[config.mk]
export PLATFORM = sky130hd
export DESIGN_NAME = kdj_window
export DESIGN_NICKNAME = d
export VERILOG_FILES = /design/src/rtl/core/kdj_pkg.sv /design/src/rtl/core/kdj_cell.sv /design/src/rtl/core/kdj_window.sv
export SDC_FILE = /design/constraint.sdc
export NUM_CORES = 2
export LEC_CHECK = 0
export BUFFER_PORTS_ARGS = -buffer_cell sky130_fd_sc_hd__clkbuf_2
export CAP_MARGIN = 5
export CORE_MARGIN = 1.5
export CORE_UTILIZATION = 45
export CTS_BUF_LIST = sky130_fd_sc_hd__clkbuf_4
export DETAILED_ROUTE_END_ITERATION = 8
export GPL_TIMING_DRIVEN = 0
export PLACE_DENSITY_LB_ADDON = 0.12
export REMOVE_ABC_BUFFERS = 1
export SYNTH_ARGS = -nofsm -noshare
export SYNTH_HDL_FRONTEND = slang
export SYNTH_SLANG_ARGS = --single-unit
[constraint.sdc]
create_clock -name aclk -period 4.75 [get_ports aclk]
set_input_delay 0.2375 -clock aclk [delete_from_list [all_inputs] [get_ports aclk]]
set_output_delay 0.2375 -clock aclk [all_outputs]
set_load 0.01 [all_outputs]
[src/rtl/core/kdj_pkg.sv]
// ----------------------------------------------------------------------------
// kdj_pkg
// Shared widths, constants, types and helper function of the KDJ oscillator.
// ----------------------------------------------------------------------------
package kdj_pkg;

    localparam int WINDOW_MAX = 16;
    localparam int PRICE_BITS = 32;
    localparam int FRAC_BITS  = 16;

    localparam int CFG_BITS   = 5;
    localparam int LEN_BITS   = $clog2(WINDOW_MAX + 1);
    localparam int SCALE_BITS = 7;
    localparam int KD_BITS    = FRAC_BITS + SCALE_BITS;
    localparam int J_BITS     = FRAC_BITS + 10;
    localparam int SUM_BITS   = KD_BITS + 2;
    localparam int PROD_BITS  = PRICE_BITS + SCALE_BITS;
    localparam int QCNT_BITS  = $clog2(KD_BITS);

    localparam logic [CFG_BITS-1:0]   WINLEN_RESET = CFG_BITS'(9);
    localparam logic [SCALE_BITS-1:0] HUNDRED      = SCALE_BITS'(100);
    localparam logic [KD_BITS-1:0]    FIFTY_FX     = KD_BITS'(50) << FRAC_BITS;
    localparam logic [KD_BITS-1:0]    HUNDRED_FX   = KD_BITS'(100) << FRAC_BITS;

    localparam int DIV3_SHIFT = SUM_BITS + 1;
    localparam longint unsigned DIV3_MULT_WIDE = ((64'd1 << DIV3_SHIFT) + 64'd2) / 64'd3;
    localparam logic [SUM_BITS-1:0] DIV3_MULT = SUM_BITS'(DIV3_MULT_WIDE);

    typedef logic [PRICE_BITS-1:0] price_t;
    typedef logic [KD_BITS-1:0]    kd_t;
    typedef logic [LEN_BITS-1:0]   len_t;
    typedef logic [SUM_BITS-1:0]   sum_t;

    typedef struct packed {
        logic shift;
        len_t len;
    } win_ctrl_t;

    // Exact floor division by three for any value below 2**SUM_BITS.
    function automatic kd_t div3(input sum_t x);
        logic [2*SUM_BITS-1:0] p;
        p = {{SUM_BITS{1'b0}}, x} * {{SUM_BITS{1'b0}}, DIV3_MULT};
        return KD_BITS'(p >> DIV3_SHIFT);
    endfunction

endpackage

[src/rtl/core/kdj_cell.sv]
// ----------------------------------------------------------------------------
// kdj_cell
// One window entry: holds a bar's high and low, shifts them on to the next
// cell, and folds them into the running maximum and minimum that moves down
// the row one cell per cycle.
// ----------------------------------------------------------------------------
module kdj_cell
    import kdj_pkg::*;
(
    input  logic   aclk,
    input  logic   shift_en,
    input  logic   in_win,
    input  price_t din_hi,
    input  price_t din_lo,
    output price_t dout_hi,
    output price_t dout_lo,
    input  price_t scan_in_hi,
    input  price_t scan_in_lo,
    output price_t scan_out_hi,
    output price_t scan_out_lo
);

    price_t hi_reg;
    price_t lo_reg;
    price_t scan_hi_reg;
    price_t scan_lo_reg;
    price_t scan_hi_next;
    price_t scan_lo_next;

    always_comb begin
        scan_hi_next = scan_in_hi;
        scan_lo_next = scan_in_lo;
        if (in_win) begin
            if (hi_reg > scan_in_hi) begin
                scan_hi_next = hi_reg;
            end
            if (lo_reg < scan_in_lo) begin
                scan_lo_next = lo_reg;
            end
        end
    end

    always_ff @(posedge aclk) begin
        if (shift_en) begin
            hi_reg <= din_hi;
            lo_reg <= din_lo;
        end
        scan_hi_reg <= scan_hi_next;
        scan_lo_reg <= scan_lo_next;
    end

    assign dout_hi     = hi_reg;
    assign dout_lo     = lo_reg;
    assign scan_out_hi = scan_hi_reg;
    assign scan_out_lo = scan_lo_reg;

endmodule

[src/rtl/core/kdj_window.sv]
// ----------------------------------------------------------------------------
// kdj_window
// Row of window cells. The newest bar enters the first cell; the highest
// high and lowest low of the active cells leave the last cell.
// ----------------------------------------------------------------------------
module kdj_window
    import kdj_pkg::*;
(
    input  logic      aclk,
    input  win_ctrl_t ctrl,
    input  price_t    bar_hi,
    input  price_t    bar_lo,
    output price_t    win_hi,
    output price_t    win_lo
);

    price_t ent_hi  [WINDOW_MAX+1];
    price_t ent_lo  [WINDOW_MAX+1];
    price_t scan_hi [WINDOW_MAX+1];
    price_t scan_lo [WINDOW_MAX+1];

    assign ent_hi[0]  = bar_hi;
    assign ent_lo[0]  = bar_lo;
    assign scan_hi[0] = '0;
    assign scan_lo[0] = '1;

    for (genvar i = 0; i < WINDOW_MAX; i++) begin : g_cell
        kdj_cell u_cell (
            .aclk        (aclk),
            .shift_en    (ctrl.shift),
            .in_win      (LEN_BITS'(i) < ctrl.len),
            .din_hi      (ent_hi[i]),
            .din_lo      (ent_lo[i]),
            .dout_hi     (ent_hi[i+1]),
            .dout_lo     (ent_lo[i+1]),
            .scan_in_hi  (scan_hi[i]),
            .scan_in_lo  (scan_lo[i]),
            .scan_out_hi (scan_hi[i+1]),
            .scan_out_lo (scan_lo[i+1])
        );
    end

    assign win_hi = scan_hi[WINDOW_MAX];
    assign win_lo = scan_lo[WINDOW_MAX];

endmodule

Yosys cells after proc, flatten, opt, wreduce, memory -nomap -nowiden

Index checks and enable logic that the tools add are counted.

Memories kept: 0
Bits in read-only memories: 0
Output and inout port bits: 64
Input port bits: 71
Latch bits: 0
Bits in writable memories: 0
Register bits after elaboration: 2,048
Logic and storage cells: 174

Multiply operators: 0
Divide/modulo/power cells: 0
Bitwise operators: 0
Equal/unequal tests: 0
Order comparisons: 48
Muxes and demuxes: 60
Shift operators: 0
Reductions and logical operators: 2
Add/sub/neg operators: 0

Operators by type and width:

| operator             | count |
|---|---|
| $mux 32              | 60 |
| $gt 32x32->1         | 15 |
| $lt 32x32->1         | 15 |
| $lt 4x5->1 const A   | 8 |
| $gt 32x1->1 const B  | 1 |
| $lt 32x32->1 const B | 1 |
| $lt 3x5->1 const A   | 4 |
| $lt 1x5->1 const A   | 2 |
| $lt 2x5->1 const A   | 2 |
| $reduce_and 2->1     | 2 |

Logic depth before layout (Yosys ltp)

Word-level depth: 3
Gate-level depth with buffers: 11
Mapped depth without buffers: 9

Cells and area by module

From an unflattened synthesis, not the netlist that was laid out.

Cell total of the unflattened synthesis: 6,813
Area total of the unflattened synthesis: 90,051.4 um^2

Modules (own cells, without submodules):

| module     | area each (um^2) | cells an instance | times used | sequential area each (um^2) |
|---|---|---|---|---|
| kdj_cell   | 5,617.9          | 424               | 16         | 3,203.1 |
| kdj_window | 165.2            | 29                | 1          | 0.0 |

Least setup slack after synthesis

OpenSTA, ideal clock, no wires.

Path kind: flip-flop to flip-flop
From: register g_cell[15].u_cell.lo_reg[6]
To: register g_cell[15].u_cell.scan_lo_reg[10]
Setup time: 123 ps
Period minus slack after synthesis: 2,677 ps
Required time: 4,627 ps
Stages on the path, launching flop included: 9
Path buffers: 1
Slack: 2,073 ps
Arrival: 2,554 ps
Cell sequence: edfxtp_1 > ha_1 > a21o_1 > a22o_1 > a311o_1 > a211o_1 > a311oi_4 > buf_6 > mux2_1

Cells in the longest elaborated chain, start to end: 3

Ends and longest elaborated chain:

| what                                   | line           | text |
|---|---|---|
| from (decl)                            | kdj_cell.sv:24 | `price_t lo_reg;` |
| from (signal assigned)                 | kdj_cell.sv:46 | `lo_reg <= din_lo;` |
| $lt 32x32->1                           | kdj_cell.sv:37 | `if (lo_reg < scan_in_lo) begin` |
| $mux 32                                | kdj_cell.sv:37 |  |
| $mux 32                                | kdj_cell.sv:33 | `if (in_win) begin` |
| via g_cell[15].u_cell.scan_lo_next[10] | kdj_cell.sv:28 | `price_t scan_lo_next;` |
| to (signal assigned)                   | kdj_cell.sv:49 | `scan_lo_reg <= scan_lo_next;` |
| to (decl)                              | kdj_cell.sv:26 | `price_t scan_lo_reg;` |

The timed path passes the listed nets, and every way through them passes these cells.
A chain may end at the register's enable or synchronous reset.

Final worst setup path

From: register g_cell[1].u_cell.hi_reg[30]
To: register g_cell[1].u_cell.scan_hi_reg[6]

Cells in the longest elaborated chain, start to end: 3

Ends and longest elaborated chain:

| what                                 | line           | text |
|---|---|---|
| from (decl)                          | kdj_cell.sv:23 | `price_t hi_reg;` |
| from (signal assigned)               | kdj_cell.sv:45 | `hi_reg <= din_hi;` |
| $gt 32x32->1                         | kdj_cell.sv:34 | `if (hi_reg > scan_in_hi) begin` |
| $mux 32                              | kdj_cell.sv:34 |  |
| $mux 32                              | kdj_cell.sv:33 |  |
| via g_cell[1].u_cell.scan_hi_next[6] | kdj_cell.sv:27 | `price_t scan_hi_next;` |
| to (signal assigned)                 | kdj_cell.sv:48 | `scan_hi_reg <= scan_hi_next;` |
| to (decl)                            | kdj_cell.sv:25 | `price_t scan_hi_reg;` |

The timed path passes the listed nets, and every way through them passes these cells.

==> qor.yml <==
route:
  vias: 48900
  wl_per_cell_um: 14.1
  drc_errors: 0
  drtIter0Drc: 1660
  antenna_left: 0
  drt-vias-per-instance: 4.71
  drtPass1Iterations: 7
  drt-total-wl_mm: 147
place:
  portBuffers: 134
  dpl.cell_count: 9221
  dp_slack_ns: 1.08
  place_area_um2: 91500
  dp_hpwl_mm: 104
  gp_congestion: 0.843
yosys:
  synth_edf_count: 1024
  ys_seq_area_frac: 0.590
  synth_area_um2: 86900
  synthCells: 6616
  synth_top_area_share: 0.354
  ys_warn_count: 0
  synthTopCellsByArea: "edfxtp_1 35%, dfxtp_1 24%, ha_1 14%, mux2_2 12%, inv_1 4.2%"
  synth.avg_cell_area_um2: 13.1
  synth_top_flop_cell: "edfxtp_1"
  async_reset_ff_frac: 0
  synthTopCellsByCount: "1024 x dfxtp_1, 1024 x edfxtp_1, 965 x inv_1"
  ys_ff_latch: 2048
  yosys.cell_types.count: 66
  synth_top_area_cell: "edfxtp_1"
flow_run:
  drv_cap: 0
clock_network:
  cts_tree: "done"
  root_buffer: "clkbuf_4"
  htreeDepth: 6
  clk_pin_slew_worst_paths_ns: 0.07
  clock-sinks: 2048
  cts_max_path_buffers: 4
  cts_buffers: 552
  ctsResizeCount: 0
  clk_latency_ns: 1.32
power:
  power.density_nw_per_um2: 568
  max-vdd-ir-drop_mv: 0.233
  fin_total_pwr_mw: 57.1
  leakagePower_nw: 44.0
timing:
  holdWs_ns: 0.245
  finalHoldViolCount: 0
  slew-limit-headroom: 0.139
  finClkSkew_ns: 0.0585
  setup-violations-final: 0
  worst_slew_pin_slew_ns: 1.28
  fmax_mhz: 284
  fin_setup_tns_ns: 0
  rsz0062_at_grt: "false"
  slew_violations: 0
  fin_ws_ns: 1.23
  period_needed_ns: 3.52
  post-route-period-util: 0.742
floorplan:
  io_pins: 135
  initial_core_util: 0.452
  core_area_um2: 192000
  num_rows: 161
  die-width_um: 442
  dieArea_um2: 196000
  die_y_um: 442
global_route:
  overflow: 0
  grt_usage: 0.151
  grt_pass1_wl_mm: 249
  grt_pass1_vias: 52400
  grt_max_degree: 117
  antenna_found_initial: 12
final_layout:
  layout-drive-gt1-share: 0.254
  fin_area_um2: 100000
  final_cells: 10400
  fillers: 16600
  syn_to_final_growth_pct: 15.6
  fin_util: 0.523
  final_nets: 8463
critical_path:
  max_stage_delay_ns: 0.51
  crit_arrival_ns: 4.68
  worst_path_most_repeated_cell: "buf_6"
  cp_slowest_cell: "nor4_1"
  end_kind: "flop"
  cp-start-kind: "flop"
  critPathKind: "reg2reg"
  critPathMaxFanout: 16
  crit_chain: "ha_1 -> nand4_1 -> nor4_1 -> inv_1 -> nor3_1 -> a21oi_1 -> a32oi_2 -> buf_6 -> buf_6 -> mux2_2"
  crit_required_ns: 5.91
  path_buf_inv: 3
  critPathTopFamily: "simple AND/OR/NAND/NOR gates"
hold_path:
  hold_path.class: "in2reg"
status:
  status: "finished, final reports clean"
==> final timing paths <==
kind / startpoint / end / slack, ns / cells past startpoint
setup / recovery: g_cell[1].u_cell.dout_hi[30] / g_cell[1].u_cell.scan_out_hi[6] / 1.23 / 10
hold / removal: bar_lo[8] / g_cell[0].u_cell.dout_lo[8] / 0.25 / 3
setup reg to reg: g_cell[1].u_cell.dout_hi[30] / g_cell[1].u_cell.scan_out_hi[6] / 1.23 / 10
hold reg to reg: g_cell[11].u_cell.dout_hi[27] / g_cell[12].u_cell.dout_hi[27] / 0.45 / 0
==> cell families after synthesis <==
family / synth area share
DFF: 0.590
buffers and inverters: 0.0483
muxes: 0.124
adders and majority gates: 0.136
and+or+nand+nor: 0.0504
AOI/OAI and AO/OA: 0.0514
==> worst reg2reg max path, stage by stage (launching register included) <==
cell and delay, ns:
edfxtp_1 0.43, ha_1 0.34, nand4_1 0.19, nor4_1 0.51
inv_1 0.09, nor3_1 0.39, a21oi_1 0.13, a32oi_2 0.51
buf_6 0.22, buf_6 0.19, mux2_2 0.36
==> flip-flops by register name, summed over array words and instances (netlist names) <==
name / flops
g_cell.u_cell.dout_lo: 512
g_cell.u_cell.scan_out_lo: 512
g_cell.u_cell.dout_hi: 512
g_cell.u_cell.scan_out_hi: 512
==> report_power, final <==
| part | internal (mW) | switching [mW] |
|---|---|---|
| clock network | 8.30 | 6.79 |
| logic | 8.64 | 7.71 |
| registers | 23.2 | 2.44 |
| total | 40.1 | 16.9 |
==> routing by layer <==
metal,vias to the layer above,share of wire,global-route usage
met5,-,0.00037,0
met4,8,0.031,0.0720
met3,319,0.038,0.0356
met2,730,0.46,0.250
met1,22100,0.47,0.185
li1,25700,-,-
==> cell usage in the layout (no fill, tap or decap), types with 46 or more instances in the layout <==
cell,synthesis,layout
dfxtp_1,1024,1024
nand4_1,157,157
ha_1,945,945
mux2_2,922,922
clkbuf_4,0,808
nand3_1,104,103
nor2_1,122,121
a21o_1,74,74
a21oi_1,381,378
dlygate4sd3_1,0,197
o21ai_0,125,125
nand2_1,215,215
inv_1,965,965
nand2b_1,46,46
clkinv_1,0,106
clkbuf_2,0,133
edfxtp_1,1024,1024
==> final cells by class <==
type                       instances  area (um2)  share of cell area
multi-input combinational       3501       31800               0.316
antenna                            4        10.0           0.0000996
timing repair buffer             379        3700              0.0369
tap                             2526        3160              0.0315
clock buffer                     808        6070              0.0604
sequential                      2048       51200               0.510
clock inverter                   160         873             0.00869
inverter                         965        3620              0.0361
==> timing repair <==
| action | 4_1_cts | 5_1_grt |
|---|---|---|
| buffers inserted | 0 | 0 |
| hold buffers | 198 | 0 |
| endpoints found under the hold margin | 713 | 0 |
Note: power is estimated with default switching activity, not from simulation.
