===== src/rtl/core/kdj_pkg.sv =====
// ----------------------------------------------------------------------------
// kdj_pkg
// Shared widths, constants, types and helper function of the KDJ oscillator.
// ----------------------------------------------------------------------------
package kdj_pkg;

    localparam int WINDOW_MAX = 16;
    localparam int PRICE_BITS = 32;
    localparam int FRAC_BITS  = 16;

    localparam int CFG_BITS   = 5;
    localparam int LEN_BITS   = $clog2(WINDOW_MAX + 1);
    localparam int SCALE_BITS = 7;
    localparam int KD_BITS    = FRAC_BITS + SCALE_BITS;
    localparam int J_BITS     = FRAC_BITS + 10;
    localparam int SUM_BITS   = KD_BITS + 2;
    localparam int PROD_BITS  = PRICE_BITS + SCALE_BITS;
    localparam int QCNT_BITS  = $clog2(KD_BITS);

    localparam logic [CFG_BITS-1:0]   WINLEN_RESET = CFG_BITS'(9);
    localparam logic [SCALE_BITS-1:0] HUNDRED      = SCALE_BITS'(100);
    localparam logic [KD_BITS-1:0]    FIFTY_FX     = KD_BITS'(50) << FRAC_BITS;
    localparam logic [KD_BITS-1:0]    HUNDRED_FX   = KD_BITS'(100) << FRAC_BITS;

    localparam int DIV3_SHIFT = SUM_BITS + 1;
    localparam longint unsigned DIV3_MULT_WIDE = ((64'd1 << DIV3_SHIFT) + 64'd2) / 64'd3;
    localparam logic [SUM_BITS-1:0] DIV3_MULT = SUM_BITS'(DIV3_MULT_WIDE);

    typedef logic [PRICE_BITS-1:0] price_t;
    typedef logic [KD_BITS-1:0]    kd_t;
    typedef logic [LEN_BITS-1:0]   len_t;
    typedef logic [SUM_BITS-1:0]   sum_t;

    typedef struct packed {
        logic shift;
        len_t len;
    } win_ctrl_t;

    // Exact floor division by three for any value below 2**SUM_BITS.
    function automatic kd_t div3(input sum_t x);
        logic [2*SUM_BITS-1:0] p;
        p = {{SUM_BITS{1'b0}}, x} * {{SUM_BITS{1'b0}}, DIV3_MULT};
        return KD_BITS'(p >> DIV3_SHIFT);
    endfunction

endpackage


===== src/rtl/core/kdj_rsv_div.sv =====
// ----------------------------------------------------------------------------
// kdj_rsv_div
// Serial restoring divider for RSV: floor(num * 100 * 2**FRAC_BITS / den)
// with num below den, one quotient bit per cycle.
// ----------------------------------------------------------------------------
module kdj_rsv_div
    import kdj_pkg::*;
(
    input  logic   aclk,
    input  logic   aresetn,
    input  logic   start,
    input  price_t num,
    input  price_t den,
    output logic   done,
    output kd_t    quot
);

    typedef enum logic [1:0] {
        ST_IDLE,
        ST_LOAD,
        ST_RUN
    } div_state_t;

    div_state_t               state_reg;
    logic                     done_reg;
    logic [QCNT_BITS-1:0]     cnt_reg;
    logic [PROD_BITS-1:0]     prod_reg;
    price_t                   den_reg;
    price_t                   rem_reg;
    kd_t                      sh_reg;
    logic [PRICE_BITS:0]      trial;
    logic                     qbit;

    assign trial = {rem_reg, sh_reg[KD_BITS-1]};
    assign qbit  = (trial >= {1'b0, den_reg});

    always_ff @(posedge aclk) begin
        if (!aresetn) begin
            state_reg <= ST_IDLE;
            done_reg  <= 1'b0;
            cnt_reg   <= '0;
        end else begin
            done_reg <= 1'b0;
            unique case (state_reg)
                ST_IDLE: begin
                    if (start) begin
                        prod_reg  <= PROD_BITS'(num) * PROD_BITS'(HUNDRED);
                        den_reg   <= den;
                        state_reg <= ST_LOAD;
                    end
                end
                ST_LOAD: begin
                    rem_reg   <= prod_reg[PROD_BITS-1:SCALE_BITS];
                    sh_reg    <= {prod_reg[SCALE_BITS-1:0], FRAC_BITS'(0)};
                    cnt_reg   <= '0;
                    state_reg <= ST_RUN;
                end
                ST_RUN: begin
                    rem_reg <= qbit ? PRICE_BITS'(trial - {1'b0, den_reg})
                                    : PRICE_BITS'(trial);
                    sh_reg  <= {sh_reg[KD_BITS-2:0], qbit};
                    cnt_reg <= cnt_reg + 1'b1;
                    if (cnt_reg == QCNT_BITS'(KD_BITS - 1)) begin
                        done_reg  <= 1'b1;
                        state_reg <= ST_IDLE;
                    end
                end
                default: begin
                    state_reg <= ST_IDLE;
                end
            endcase
        end
    end

    assign done = done_reg;
    assign quot = sh_reg;

endmodule


===== config.mk =====
export PLATFORM = sky130hd
export DESIGN_NAME = kdj_rsv_div
export DESIGN_NICKNAME = d
export VERILOG_FILES = /design/src/rtl/core/kdj_pkg.sv /design/src/rtl/core/kdj_rsv_div.sv
export SDC_FILE = /design/constraint.sdc
export NUM_CORES = 1
export LEC_CHECK = 0
export BUFFER_PORTS_ARGS = -buffer_cell sky130_fd_sc_hd__buf_2
export CORE_MARGIN = 5
export CORE_UTILIZATION = 50
export DETAILED_ROUTE_END_ITERATION = 8
export PLACE_DENSITY_LB_ADDON = 0.05
export SKIP_LAST_GASP = 1
export SYNTH_ARGS = -nofsm -noshare
export SYNTH_HDL_FRONTEND = slang
export SYNTH_SLANG_ARGS = --single-unit

===== constraint.sdc =====
create_clock -name aclk -period 6.27 [get_ports aclk]
set_input_delay 1.881 -clock aclk [delete_from_list [all_inputs] [get_ports aclk]]
set_output_delay 1.881 -clock aclk [all_outputs]
set_load 0.03 [all_outputs]

== Word-level counts from Yosys, hierarchy flattened ==
Cells that the tools add are included.

* Divide/modulo/power cells: 0
* Shifts and indexed selects: 0
* Bitwise logic cells: 0
* Add/sub/neg operators: 2
* Multiply operators: 1
* Muxes and demuxes: 8
* Eq/ne operators: 5
* Order comparisons: 1
* Reduce and logical (&&, ||, !) cells: 6

{| class="wikitable"
|+ Operators with widths
! cell !! number
|-
| 32-bit case mux with 2 select lines || 1
|-
| 23-bit case mux with 2 select lines || 1
|-
| 32-bit by 5-bit multiplier with 37-bit output (second input constant) || 1
|-
| 33-bit by 32-bit >= comparator with 1-bit output || 1
|-
| 32-bit 2-to-1 mux || 1
|-
| 32-bit subtractor || 1
|-
| 5-bit case mux with 2 select lines || 1
|-
| 2-bit case mux with 3 select lines || 1
|-
| 2-bit AND reduction || 3
|-
| 5-bit by 1-bit adder with 5-bit output (second input constant) || 1
|-
| 5-bit equality test (second input constant) || 1
|-
| 2-bit 2-to-1 mux || 2
|-
| 2-bit != test (second input constant) || 2
|-
| 3-bit AND reduction || 1
|-
| 2-bit by 1-bit equality test with 1-bit output (second input constant) || 1
|-
| 2-bit equality test (second input constant) || 1
|-
| 2-bit logical NOT || 1
|-
| 2-bit nonzero test || 1
|-
| 1-bit 2-to-1 mux || 1
|}

* Word-level logic and storage cells: 30
* Bits in registers: 132
* Latch bits: 0
* RAM bits: 0
* Bits in read-only memories: 0
* Bits of input ports: 67
* Output and inout port bits: 24
* Memories kept: 0

== Logic depth before layout (Yosys ltp) ==
Gate-level depths: netlist (run 1).

* Word-level depth: 3
* Mapped depth: 16
* Mapped depth without buffers: 15

== Least setup slack after synthesis (run 1) ==
OpenSTA, ideal clock, no wires.

* Path kind: input to register
* From: input port num[9]
* To: register prod_reg[38], data pin
* Buffers on the path: 0
* Stages: 15
* Slack: 1024 ps
* Arrival: 4988 ps
* Cells stage by stage: ha_1 -> ha_1 -> inv_1 -> fa_1 -> inv_1 -> ha_1 -> a211oi_2 -> o21ai_1 -> a2111oi_2 -> nor2_1 -> a31oi_1 -> o21bai_1 -> a221o_1 -> a21oi_1 -> xnor2_1

* Cells in the longest elaborated chain, start to end: 1

{| class="wikitable"
|+ Ends and longest elaborated chain
! element !! line !! RTL
|-
| from (decl) || kdj_rsv_div.sv:12 || <nowiki>input price_t num,</nowiki>
|-
| 32-bit by 5-bit multiplier with 37-bit output || kdj_rsv_div.sv:47 || <nowiki>prod_reg <= PROD_BITS'(num) * PROD_BITS'(HUNDRED);</nowiki>
|-
| to (signal assigned) || kdj_rsv_div.sv:47 ||
|-
| to (decl) || kdj_rsv_div.sv:27 || <nowiki>logic [PROD_BITS-1:0] prod_reg;</nowiki>
|}

Every way passes these cells.
A chain may end at the register's enable or synchronous reset.

== Final worst setup path (run 1) ==
Ends and elaborated chain as after synthesis.

==> results of run 1 <==
synthesized netlist by cell type, drive strengths merged (2+ instances only):
cell | number | area (um^2)
a221o | 2 | 20.0
inv | 168 | 631
and2 | 20 | 125
o21a | 10 | 75.1
dfxtp | 8 | 160
o21ai | 37 | 185
edfxtp | 124 | 3720
xnor2 | 32 | 280
a21o | 32 | 240
clkbuf | 18 | 67.6
fa | 28 | 561
o211a | 3 | 30.0
xor2 | 25 | 219
a211oi | 9 | 82.6
mux2 | 7 | 78.8
o211ai | 6 | 45.0
and3 | 12 | 75.1
nand2b | 4 | 25.0
nor2b | 7 | 43.8
or2 | 2 | 12.5
nand3b | 2 | 15.0
buf | 6 | 47.5
a21boi | 2 | 15.0
o21bai | 8 | 60.1
or3 | 3 | 18.8
a41oi | 3 | 26.3
a21oi | 65 | 333
o31ai | 3 | 36.3
mux2i | 4 | 40.0
nand2 | 89 | 334
a31oi | 27 | 169
a31o | 2 | 17.5
nor3 | 5 | 25.0
nor2 | 63 | 236
nand4 | 12 | 75.1
a211o | 4 | 35.0
nand3 | 19 | 100
ha | 137 | 1710
power groups by stage:
stage	sequential, W	clock, W	combinational, W
final	0.00115	0.000992	0.00114
after CTS	0.00115	0.00101	0.00115
after global routing	0.00116	0.00106	0.00131
after global placement	0.00117	0	0.00114
after floorplan	0.00118	0	0.000868
after detailed placement	0.00117	0	0.00114
layer usage:
metal | routed length (um) | track usage (%) | vias up
li1 | - | - | 3717
met1 | 10000 | 26.0 | 3369
met2 | 8940 | 27.6 | 101
met3 | 738 | 3.36 | 12
met4 | 139 | 4.28 | 0
met5 | 0 | 0 | -
critical path, delay by kind of cell:
kind / cells / cell delay (ns)
buffers and inverters: 3 / 0.21
adders and majority gates: 4 / 1.43
and+or+nand+nor: 1 / 0.14
AOI/OAI and AO/OA: 7 / 1.65
xor gates and xnor gates: 1 / 0.08
cell type report:
cell class | instances | share of cell area [%]
Sequential cell | 132 | 34.1
Tap cell | 270 | 2.96
Clock buffer | 19 | 3.80
Inverter | 169 | 5.56
Timing Repair Buffer | 94 | 4.21
Clock inverter | 13 | 1.39
Multi-Input combinational cell | 696 | 48.0
logic make-up after synthesis:
kind of cell    share of synthesized area (%)
simple gates                             11.1
fa+ha+maj                                22.5
compound gates                           14.4
buf+inv                                  7.42
xor+xnor                                 4.94
flops                                    38.5
mux                                      1.18
per-stage QoR:
step	instances	area (um^2)	setup slack [ns]	utilization, %
after floorplan	1021	10100	1.02	-
after global placement	1361	10800	0.602	54.0
after detailed placement	1361	10800	0.574	54.0
after CTS	1393	11400	1.02	56.9
after global routing	1393	11400	0.752	56.9
final	1393	11400	1.03	56.9
how the worst max path moves through the flow:
stage               slack (ns)  depth (start not counted)                     end
floorplan                 1.02                         15  prod_reg[38]$_DFFE_PP_
global placement          0.60                         16  prod_reg[38]$_DFFE_PP_
detailed placement        0.57                         16  prod_reg[38]$_DFFE_PP_
CTS                       1.02                         16  prod_reg[38]$_DFFE_PP_
global route              0.75                         16  prod_reg[38]$_DFFE_PP_
finish                    1.03                         16  prod_reg[38]$_DFFE_PP_
==> flow_summary.toml, run 1 <==
[clocking]
cts.path.max_buffers = 2
cts_tree = "yes"
post_cts_buffers = 0
clk_pin_slew_ns = 0.05
clock-sinks = 132
cts_resized = 0
htreeDepth = 4
cts-root-buf = "clkbuf_16"
clkLatencyLatePin_ns = 0.43
numCtsBuffers = 17
hold_buffers = 0

[floorplan]
fp.dieH_um = 152
row_count = 52
die_w_um = 152
io_pins = 91
dieArea_mm2 = 0.0231
initial_core_util_pct = 50.4
coreArea_mm2 = 0.0200

[pwr]
power_frac_comb_pct = 34.7
internal_power_w = 0.00221
switching_power_w = 0.00108
peakVddDrop_v = 0.000216
swShare_pct = 32.8
design_power_total_w = 0.00328
clkPwrFrac_pct = 30.2
seqPwrFrac_pct = 35.0
powerDensity_mw_per_mm2 = 288
leakagePower_nw = 5.38

[logic_synthesis]
synth_edf_count = 124
avgSynthCellArea_um2 = 9.89
ys_warn_count = 0
syn_nets = 1253
ys_ff_latch = 132
synth_ff_type = "edfxtp_1"
yosysSeqAreaShare_pct = 38.5
synth_area_mm2 = 0.0101
async_flop_share_pct = 0
synth.distinct_cells = 59
syn_inst = 1021

[final_layout]
drive_gt1_share_pct = 13.2
seq_area_mm2 = 0.00388
largest_reg_flops = 37
layout_commonest_cell = "inv_1"
multiInputGateArea_mm2 = 0.00548
syn_to_final_growth_pct = 12.9
fillerInstances = 1872
diodes = 0
layout.nets = 1342
final_cell_mix = "167 x inv_1, 136 x ha_1, 124 x edfxtp_1"

[route]
postRouteAntennaNets = 0
drc_errors = 0
routed_wl_mm = 19.9
drt-wirelength-per-cell_um = 14.3
num_vias = 7199
dr.pass1.iters = 5
viasPerCell = 5.17
drt_iter0_drc = 382

[global_routing]
antenna_found_initial = 0
grt_max_degree = 87
grt_pass1_wl_mm = 34.4
grt_usage_pct = 17.8
grt_pass1_vias = 7134
grt-ovfl-total = 0

[sta]
clock_skew_ns = 0.0203
tightest_slew_ns = 0.889
slew_headroom_pct = 40.7
min_period_over_period_pct = 83.5
fin_tns_setup_ns = 0
hold_violations = 0
hold_slack_ns = 0.508
rsz0062_at_grt = "false"
fin_crit_ns = 5.24
fmax_ghz = 0.191
drv_slew = 0
setup_viol = 0

[hold_path]
min_from = "cnt_reg[0]$_SDFFE_PN0N_"
hold_end = "cnt_reg[0]$_SDFFE_PN0N_"
holdPathStages = 2
hold_path.class = "register to register"

[critical_path]
reg2reg_slack_ns = 2.44
crit_path_frequent_cell = "ha_1"
reg2reg_depth = 11
end_kind = "register"
cp_data_required_time_ns = 6.44
crit_start = "num[9]"
crit_slowest_cell = "fa_1"
cpPeakStageDelay_ns = 0.50
start_kind = "input port"
critPathArrivalTime_ns = 5.40
cp_max_fo = 6
worstPathCellList = "buf_2, ha_1, ha_1, inv_1, fa_1, inv_1, ha_1, a211oi_2, o21ai_1, a2111oi_2, nor2_1, a31oi_1, o21bai_1, a221o_1, a21oi_1, xnor2_1"
crit_type = "input port to register"
r2r-start = "rem_reg[6]$_DFFE_PP_"
r2r_end = "rem_reg[21]$_DFFE_PP_"

[flow_run]
cap_violations = 0

[placement]
place_congestion = 0.831
io_buffers = 90
hpwl_mm = 15.4

[outcome]
outcome = "finished clean"
Note: power is estimated with default switching activity, not from simulation.
==> run 2: changes to the inputs <==
==> constraint.sdc (replaced) <==
create_clock -name aclk -period 5.1 [get_ports aclk]
set_input_delay 1.53 -clock aclk [delete_from_list [all_inputs] [get_ports aclk]]
set_output_delay 1.53 -clock aclk [all_outputs]
set_load 0.03 [all_outputs]
==> flow_summary.toml, run 2 (synthesis gave the netlist of run 1 again) <==
[global_routing]
busiest_layer = "met2"
grt_usage_pct = 17.6
grt_pass1_wl_mm = 33.9
gr-usage-met1_pct = 25.7
grt-ovfl-total = 0
grt_pass1_vias = 7107
grtUsageMet2_pct = 27.1
grt_max_degree = 86
grtUsageMet3_pct = 2.99
antenna_found_initial = 0

[sta]
tightest_slew_ns = 0.889
fin_crit_ns = 4.76
fin_tns_setup_ns = 0
rsz0062_at_grt = "false"
drv_slew = 0
fmax_ghz = 0.210
hold_violations = 0
setup_viol = 0
min_period_over_period_pct = 93.3
hold_slack_ns = 0.512
slew_headroom_pct = 40.6
clock_skew_ns = 0.0104

[clocking]
cts-root-buf = "clkbuf_16"
cts.path.max_buffers = 2
clock-sinks = 132
post_cts_buffers = 0
htreeDepth = 4
clkLatencyLatePin_ns = 0.42
numCtsBuffers = 17
clk_pin_slew_ns = 0.06
hold_buffers = 0
cts_resized = 0
cts_tree = "yes"

[hold_path]
min_from = "cnt_reg[1]$_SDFFE_PN0N_"
hold_path.class = "register to register"

[critical_path]
r2r_end = "rem_reg[30]$_DFFE_PP_"
cp_data_required_time_ns = 5.26
start_kind = "input port"
end_kind = "register"
reg2reg_slack_ns = 1.55
r2r-start = "rem_reg[5]$_DFFE_PP_"
reg2reg_depth = 10
critPathArrivalTime_ns = 4.92
cp-endpoint = "prod_reg[38]$_DFFE_PP_"
cp_max_fo = 4
crit_type = "input port to register"
crit_start = "num[9]"

[route]
drt_iter0_drc = 412
drt-wirelength-per-cell_um = 14.0
drc_errors = 0
postRouteAntennaNets = 0
routed_wl_mm = 20.0
num_vias = 7265
viasPerCell = 5.11
dr.pass1.iters = 4

[floorplan]
row_count = 52
io_pins = 91
dieArea_mm2 = 0.0231
fp.dieH_um = 152
die_w_um = 152
initial_core_util_pct = 50.4
coreArea_mm2 = 0.0200

[placement]
place_congestion = 0.831
placed_area_mm2 = 0.0111
io_buffers = 90
hpwl_mm = 15.4
dpl.cell_count = 1393

[outcome]
outcome = "finished clean"

[pwr]
power_frac_comb_pct = 36.1
leakagePower_nw = 5.54
seqPwrFrac_pct = 34.1
internal_power_w = 0.00283
switching_power_w = 0.00131
peakVddDrop_v = 0.000257
swShare_pct = 31.7
powerDensity_mw_per_mm2 = 356
clkPwrFrac_pct = 29.8

[final_layout]
syn_to_final_growth_pct = 15.5
final_cells = 1423
diodes = 0
final_cell_mix = "167 x inv_1, 136 x ha_1, 124 x edfxtp_1"
layout.nets = 1374
final_cell_area_mm2 = 0.0117
largest_reg_flops = 37
layout_commonest_cell = "inv_1"
drive_gt1_share_pct = 15.4
fin_util_pct = 58.2

[flow_run]
cap_violations = 0
[run 2: cell types whose count changed in the layout (fill, tap and decap cells not counted)]
| cell | change |
|---|---|
| buf_4 | +31 |
| clkinv_4 | -2 |
| buf_12 | +1 |
| bufinv_16 | +1 |
| clkinv_1 | +1 |
| clkinv_2 | -1 |
| inv_6 | -1 |
[run 2: worst max-delay path, stage by stage]
cell and delay [ns]:
buf_2 0.12, ha_1 0.29, ha_1 0.29, inv_1 0.05, fa_1 0.49, inv_1 0.04
ha_1 0.34, a211oi_2 0.27, o21ai_1 0.11, a2111oi_2 0.29, nor2_1 0.13, a31oi_1 0.25
o21bai_1 0.16, a221o_1 0.31, a21oi_1 0.17, xnor2_1 0.08
[run 2: routing by layer]
layer,vias up,routed length (um),part of all wire (%)
met1,3328,10200,51
met5,-,0,0
li1,3808,-,-
met4,0,213,1.1
met3,13,745,3.7
met2,116,8810,44
[run 2: worst min-delay path by stage]
| stage | slack (ns) | to | depth (start not counted) |
|---|---|---|---|
| after floorplan | 0.47 | cnt_reg[1]$_SDFFE_PN0N_ | 2 |
| after global placement | 0.50 | cnt_reg[1]$_SDFFE_PN0N_ | 2 |
| after detailed placement | 0.50 | cnt_reg[1]$_SDFFE_PN0N_ | 2 |
| after CTS | 0.51 | cnt_reg[1]$_SDFFE_PN0N_ | 2 |
| after global routing | 0.53 | cnt_reg[1]$_SDFFE_PN0N_ | 2 |
| final | 0.51 | cnt_reg[1]$_SDFFE_PN0N_ | 2 |
[run 2: stage by stage]
step / total power (W) / worst slack, ns
after floorplan: 0.00252 / 0.205
after global placement: 0.00293 / -0.0787
after detailed placement: 0.00294 / -0.104
after CTS: 0.00419 / 0.314
after global routing: 0.00445 / 0.0216
final: 0.00415 / 0.344
[run 2: power groups by stage]
stage	clock network, W	registers, W	logic (W)
2_1_floorplan	0	0.00145	0.00107
3_3_place_gp	0	0.00143	0.00149
3_5_place_dp	0	0.00143	0.00150
4_1_cts	0.00127	0.00141	0.00151
5_1_grt	0.00133	0.00142	0.00171
6_report	0.00124	0.00141	0.00150
[run 2: layout make-up]
class / instances / area [um^2]
clock buffers: 19 / 433
clock inverters: 11 / 161
fillers: 1874 / 8380
inverters: 169 / 634
multi-input cells: 696 / 5480
flip-flops and latches: 132 / 3880
well taps: 270 / 338
repair buffers: 126 / 733
==> run 3: changes to the inputs <==
--- a/config.mk
+++ b/config.mk
@@ -5,9 +5,12 @@
 export SDC_FILE = /design/constraint.sdc
 export NUM_CORES = 1
 export LEC_CHECK = 0
+export ABC_CLOCK_PERIOD_IN_PS = 5100
 export BUFFER_PORTS_ARGS = -buffer_cell sky130_fd_sc_hd__buf_2
+export CELL_PAD_IN_SITES_DETAIL_PLACEMENT = 2
+export CELL_PAD_IN_SITES_GLOBAL_PLACEMENT = 2
 export CORE_MARGIN = 5
-export CORE_UTILIZATION = 50
+export CORE_UTILIZATION = 39
 export DETAILED_ROUTE_END_ITERATION = 8
 export PLACE_DENSITY_LB_ADDON = 0.05
 export SKIP_LAST_GASP = 1
==> flow_summary.toml, run 3 (synthesis gave the netlist of run 1 again) <==
[outcome]
outcome = "finished clean"

[floorplan]
die_w_um = 171
row_count = 58
fp.dieH_um = 171
coreArea_mm2 = 0.0253
io_pins = 91
initial_core_util_pct = 39.9
dieArea_mm2 = 0.0292

[final_layout]
fin_util_pct = 46.6
layout_commonest_cell = "inv_1"
syn_to_final_growth_pct = 16.9
final_cell_mix = "167 x inv_1, 136 x ha_1, 124 x edfxtp_1"
diodes = 0
layout.nets = 1382
largest_reg_flops = 37
drive_gt1_share_pct = 16.3
fillerInstances = 2751

[clocking]
cts_tree = "yes"
clk_pin_slew_ns = 0.06
cts-root-buf = "clkbuf_16"
clkLatencyLatePin_ns = 0.42
clock-sinks = 132
numCtsBuffers = 17
post_cts_buffers = 0
cts.path.max_buffers = 2
htreeDepth = 4

[sta]
setup_viol = 0
hold_violations = 0
clock_skew_ns = 0.0162
fin_crit_ns = 4.84
rsz0062_at_grt = "false"
min_period_over_period_pct = 94.9
fmax_ghz = 0.207
worst_slack_ns = 0.259
drv_slew = 0
slew_headroom_pct = 37.1
tightest_slew_ns = 0.944

[route]
drc_errors = 0
drt_iter0_drc = 352
num_vias = 7841
viasPerCell = 5.25
postRouteAntennaNets = 0
dr.pass1.iters = 5
drt-wirelength-per-cell_um = 19.3
routed_wl_mm = 28.9

[hold_path]
hold_end = "cnt_reg[1]$_SDFFE_PN0N_"
min_from = "cnt_reg[1]$_SDFFE_PN0N_"
holdPathStages = 2
hold_path.class = "register to register"

[pwr]
leakagePower_nw = 5.60
peakVddDrop_v = 0.000165
powerDensity_mw_per_mm2 = 369

[critical_path]
end_kind = "register"
crit_family = "adder cells"
start_kind = "input port"
cp_max_fo = 4
cp_data_required_time_ns = 5.26
worstPathCellList = "buf_2, ha_1, ha_1, fa_1, ha_1, o21a_1, a21oi_1, o21ai_0, o211ai_1, buf_4, o211ai_1, buf_4, a21oi_1, o21ai_0, xor2_1"
cpPeakStageDelay_ns = 0.49
reg2reg_slack_ns = 1.68
r2r_end = "rem_reg[21]$_DFFE_PP_"
r2r-start = "den_reg[1]$_DFFE_PP_"
reg2reg_depth = 12
crit_buf_inv = 3
critPathArrivalTime_ns = 5.00
crit_slowest_cell = "fa_1"
crit_type = "input port to register"
crit_path_frequent_cell = "ha_1"

[global_routing]
grt_usage_pct = 19.9
antenna_found_initial = 0
grt-ovfl-total = 0
grt_pass1_vias = 8765
grt_max_degree = 70
grt_pass1_wl_mm = 46.3

[placement]
hpwl_mm = 21.7
io_buffers = 90
preCtsSetupSlack_ns = -0.288
place_congestion = 0.816

[flow_run]
cap_violations = 0
==> run 3: worst register-to-register path, delay by kind of cell (launching register included) <==
kind	cells	cell delay [ns]
AOI/OAI and AO/OA	5	1.48
and+or+nand+nor	3	0.48
DFF	1	0.39
buffers and inverters	2	0.38
adders and majority gates	1	0.34
muxes	1	0.11
==> run 3: report_power, final <==
| group | internal, W | switching (W) | total, W |
|---|---|---|---|
| sequential | 0.00138 | 0.0000503 | 0.00143 |
| combinational | 0.000674 | 0.000966 | 0.00164 |
| clock | 0.000816 | 0.000479 | 0.00129 |
==> run 3: per-stage QoR <==
stage / area, um^2 / instances / total power (W) / hold slack (ns) / TNS (ns)
floorplan: 10100 / 1021 / 0.00252 / 0.473 / 0
finish: 11800 / 1493 / 0.00436 / 0.516 / 0
global placement: 11200 / 1461 / 0.00300 / 0.495 / -0.683
CTS: 11800 / 1493 / 0.00443 / 0.522 / 0
global route: 11800 / 1493 / 0.00464 / 0.560 / 0
detailed placement: 11200 / 1461 / 0.00308 / 0.513 / -1.56
==> run 3: worst max path at each step <==
stage           start                endpoint  slack (ns)  cells after the start
2_1_floorplan  num[9]  prod_reg[38]$_DFFE_PP_        0.21                     15
3_3_place_gp   num[9]  prod_reg[38]$_DFFE_PP_       -0.18                     16
3_5_place_dp   num[9]  prod_reg[38]$_DFFE_PP_       -0.29                     16
4_1_cts        num[9]  prod_reg[38]$_DFFE_PP_        0.16                     16
5_1_grt        num[2]  prod_reg[37]$_DFFE_PP_        0.01                     15
6_report       num[2]  prod_reg[37]$_DFFE_PP_        0.26                     15
==> run 3: final cells by class <==
class | count | area, um^2 | share of cell area [%]
multi-input combinational | 696 | 5480 | 46.4
sequential | 132 | 3880 | 32.9
timing repair buffer | 134 | 781 | 6.61
inverter | 169 | 634 | 5.37
clock buffer | 18 | 429 | 3.64
tap | 330 | 413 | 3.50
clock inverter | 14 | 185 | 1.57
==> run 3: what timing repair did <==
item,in CTS,in global routing
setup endpoints to repair,0,2
gates resized for setup,0,1
hold buffers,0,0
==> run 3: metal layers <==
metal,up-vias,global-route usage (%),part of all wire [%]
met3,14,2.03,2.1
li1,3801,-,-
met5,-,0,0
met2,85,36.6,52
met4,0,3.51,0.60
met1,3941,25.8,45
